--- src/hdl/trrs_div.sv ---
// Pipelined restoring divider, one quotient bit per register stage.
// Carries a valid bit and a sideband word alongside. No package needed.
module trrs_div #(
   parameter int unsigned DEN_W  = 16,
   parameter int unsigned Q_W    = 32,
   parameter int unsigned SIDE_W = 1
) (
   input  logic              clock,
   input  logic              reset,
   input  logic              in_valid,
   input  logic [DEN_W-1:0]  in_rem,
   input  logic [Q_W-1:0]    in_bits,
   input  logic [DEN_W-1:0]  in_den,
   input  logic [SIDE_W-1:0] in_side,
   output logic              out_valid,
   output logic [Q_W-1:0]    out_quo,
   output logic [SIDE_W-1:0] out_side
);

   logic              vld_ff  [Q_W];
   logic [DEN_W-1:0]  rem_ff  [Q_W];
   logic [Q_W-1:0]    bits_ff [Q_W];
   logic [DEN_W-1:0]  den_ff  [Q_W];
   logic [SIDE_W-1:0] side_ff [Q_W];

   for (genvar k = 0; k < Q_W; k++) begin : g_stage
      logic              p_vld;
      logic [DEN_W-1:0]  p_rem;
      logic [Q_W-1:0]    p_bits;
      logic [DEN_W-1:0]  p_den;
      logic [SIDE_W-1:0] p_side;
      logic [DEN_W:0]    trial;
      logic [DEN_W:0]    diff;
      logic              ge;
      logic [DEN_W-1:0]  rem_in;
      logic [Q_W-1:0]    bits_in;

      if (k == 0) begin : g_first
         assign p_vld  = in_valid;
         assign p_rem  = in_rem;
         assign p_bits = in_bits;
         assign p_den  = in_den;
         assign p_side = in_side;
      end else begin : g_next
         assign p_vld  = vld_ff[k-1];
         assign p_rem  = rem_ff[k-1];
         assign p_bits = bits_ff[k-1];
         assign p_den  = den_ff[k-1];
         assign p_side = side_ff[k-1];
      end

      // Shift the next dividend bit into the partial remainder, keep the difference if it fits.
      always_comb begin
         trial   = {p_rem, p_bits[Q_W-1]};
         diff    = trial - {1'b0, p_den};
         ge      = (trial >= {1'b0, p_den});
         rem_in  = ge ? diff[DEN_W-1:0] : trial[DEN_W-1:0];
         bits_in = {p_bits[Q_W-2:0], ge};
      end

      always_ff @(posedge clock) begin
         if (reset) begin
            vld_ff[k] <= 1'b0;
         end else begin
            vld_ff[k] <= p_vld;
         end
         rem_ff[k]  <= rem_in;
         bits_ff[k] <= bits_in;
         den_ff[k]  <= p_den;
         side_ff[k] <= p_side;
      end
   end

   assign out_valid = vld_ff[Q_W-1];
   assign out_quo   = bits_ff[Q_W-1];
   assign out_side  = side_ff[Q_W-1];

endmodule

--- config.mk ---
export PLATFORM = sky130hd
export DESIGN_NAME = trrs_div
export DESIGN_NICKNAME = d
export VERILOG_FILES = /design/src/hdl/trrs_div.sv
export SDC_FILE = /design/constraint.sdc
export NUM_CORES = 2
export LEC_CHECK = 0
export BUFFER_PORTS_ARGS = -buffer_cell sky130_fd_sc_hd__clkbuf_2
export CAP_MARGIN = 20
export CORE_AREA = 2 2 537 539
export DETAILED_ROUTE_END_ITERATION = 16
export DIE_AREA = 0 0 539 541
export GPL_ROUTABILITY_DRIVEN = 0
export SLEW_MARGIN = 30
export SYNTH_ARGS = -nofsm -noshare
export SYNTH_HDL_FRONTEND = slang
export SYNTH_SLANG_ARGS = --single-unit
--- constraint.sdc ---
create_clock -name clock -period 4.8 [get_ports clock]
set_input_delay 0.96 -clock clock [delete_from_list [all_inputs] [get_ports clock]]
set_output_delay 0.96 -clock clock [all_outputs]
set_load 0.05 [all_outputs]
==> impl_results.md <==
* Outcome: completed
* H-tree depth at 4
* Postcts setup bufs at 0
* LEAKAGE at 36.8 nW
* Largest net degree at the start of global routing at 33
* Via/cell ratio at 4.07
* Register share of total power at 37.3%
* Clock Tree Buf Depth at 4
* Synth unique cells at 84
* CTS root buf: clkbuf_16
* # rows at 197
* Switch Pwr at 0.0209 W
* Switching Fraction at 32.3%
* RSZ-0062 raised after global routing: false
* # nets final at 7229
* Initial antenna violation count at 1
* Clock latency on the worst-skew pair at 0.90 ns
* Post-synth ARST share at 0%
* HPWL Detailed at 93000 microns
* Wire length per cell at 12.1 microns
* Final WL at 128000 microns
* Final worst path period share at 76.3%
* Post_cts resized at 0
* Setup violators final at 0
* Most common cell on crit path: o21ai_0
* Remaining routing DRC violations at 0
* # fillers at 29000
* Commonest cells in the netlist: dfxtp_1, inv_1, ha_1, a21oi_1, nor2_1
* Die area at 292000 sq um
* IO Pins at 102
* Reg area at 41600 sq um
* Area leader, netlist: dfxtp_1
* Die Wd at 539 microns
* Multi-input gate area at 26800 sq um
* Top-count cell post-synth: dfxtp_1
* Register area share after synthesis at 58.4%
* Max cap viols at 0
* Final setup TNS at 0 ns
* Largest cells by area after synthesis: dfxtp_1, ha_1, mux2_2, inv_1, xnor2_1
* Syn Inst Count at 6363
* GRT Overall Usage at 8.57%
* Worst hold path type: primary input to flip-flop
* Post-placement cell count at 10200
* Synthesized net count at 6974
* Area growth, synth to finish at 18.2%
* Vias at 43100
* Initial core utilization at 24.9%
* Initial DRC Count at 1748
* Setup CP Type: flip-flop to flip-flop
* CTS clock-pin slew for the worst setup and hold paths at 0.06 ns
* TritonCTS clock tree: built
* Worst Setup Slack, final at 1.14 ns
* CP Capture Type: flip-flop
* Cts hold-fix bufs at 0
* Slowest stage delay, CP at 0.79 ns
* Pint at 0.0439 W
* Fmax achieved at 0.273 GHz
* Synthesized area per cell at 11.2 sq um
* Fin cells at 10600
* Pre-CTS WS at 1.13 ns
* Fin util at 29.4%
* Synth Flop Type: dfxtp_1
* Period minus WS final at 3.66 ns
* Slew Viols, Final at 0
* Port Buf Inserts at 101
* CP startpoint kind: flip-flop
* Hold Path Cell Cnt at 1
* Relative slew slack at 36.2%
* Clock sink count at 2080
* Die Y-Extent at 541 microns
* First-pass iteration count of the detailed router at 5
* Vias in the first global route at 44600
* Final hold slack at 0.184 ns
* CTS Buf Count at 222
* Comb pwr share at 35.1%
* Clock Skew at 0.102 ns
* Congestion Overflow GR at 0
* CP cell instances: inv_1, ha_1, nor2b_1, o21ai_0, a211oi_1, nor4_1, o311ai_0, o21ai_0, and2_1, mux2_2
* Final antenna-violating net count at 0
* Final hold vios at 0
* PwrDens at 770 nW/um^2
* Worst Max-Slew Pin Slew at 0.957 ns
* Flops & latches, synth at 2080
* Clock power share at 27.7%
* Synth warnings at 0
* Worst Path Max Fanout at 30
* Yosys top cell area share at 58.4%
* Cell Area, Synth at 71300 sq um
* Peak VDD IR at 0.000371 V
* CP max stage cell: and2_1
* First-pass GRT wire length at 213000 microns
* Reg2Reg Depth at 10
* Share of cells above drive strength 1 at 12.8%
* Worst EP arrival at 4.43 ns
* CP required at 5.57 ns
* Core area at 286000 sq um
* Post-synth EDFFs at 0
[path summary, 6_finish.rpt]
path                         from         endpoint  slack [ns]
setup / recovery   den_ff[1][145]   rem_ff[1][164]        1.14
setup reg to reg   den_ff[1][145]   rem_ff[1][164]        1.14
hold reg to reg   bits_ff[0][124]  bits_ff[0][157]        0.26
hold / removal        in_bits[30]   bits_ff[0][31]        0.18
[power groups by stage]
stage | clock (W) | combinational (W) | sequential (W)
2_1_floorplan | 0 | 0.0184 | 0.0238
3_3_place_gp | 0 | 0.0217 | 0.0245
3_5_place_dp | 0 | 0.0225 | 0.0246
4_1_cts | 0.0186 | 0.0227 | 0.0242
5_1_grt | 0.0193 | 0.0254 | 0.0247
6_report | 0.0179 | 0.0227 | 0.0242
[final cells by class]
type / instances / share of cell area (%)
antenna: 1 / 0.00297
sequential: 2080 / 49.5
clock buffer: 297 / 7.49
inverter: 663 / 2.96
tap: 3781 / 5.62
multi-input combinational: 3528 / 31.8
timing repair buffer: 123 / 0.797
clock inverter: 109 / 1.89
[cells by family after synthesis]
kind of cell | Yosys count | synth area share, %
flops | 2080 | 58.4
compound gates | 1167 | 10.2
simple gates | 1130 | 7.69
buf+inv | 755 | 4.19
fa+ha+maj | 543 | 9.86
xor+xnor | 353 | 4.34
mux | 335 | 5.26
[worst max-delay path: cells and delay by family (launching register included)]
family,cells,cell delay [ns]
adder cells (fa/ha/maj),1,0.29
flip-flops,1,0.37
buffers and inverters,1,0.07
multiplexers,1,0.41
AND/OR/NAND/NOR,3,1.44
AO/OA/AOI/OAI,4,0.97
[sequential cells by signal, indices dropped and copies added, names as in the netlist]
| name | cells |
|---|---|
| bits_ff | 1024 |
| den_ff | 496 |
| rem_ff | 496 |
| side_ff | 32 |
| vld_ff | 32 |
[layout by cell type, fill, tap and decap left out, types with 59 or more instances in the layout]
cell          n
dfxtp_1    2080
inv_1       663
ha_1        512
a21oi_1     395
nor2_1      373
mux2_2      289
o21ai_0     254
xnor2_1     242
nand2_1     228
clkbuf_16   223
xor2_1      111
nor2b_1     106
a21o_1      103
clkbuf_2    101
nor3_1       78
nand3_1      77
o21a_1       68
nand4_1      59
[metal layers]
layer / track usage (%) / share of wire, % / routed length (microns)
met5: 0 / 0 / 0
met3: 1.78 / 4.1 / 5280
met2: 15.9 / 50 / 63700
met1: 9.03 / 41 / 52300
met4: 4.57 / 5.0 / 6450
[metrics by stage]
stage               total power, W  instance area, sq um
finish                      0.0648                 84200
global route                0.0694                 84200
global placement            0.0463                 76200
floorplan                   0.0421                 71300
CTS                         0.0656                 84200
detailed placement          0.0470                 76300
(Power assumes the default switching activity.)
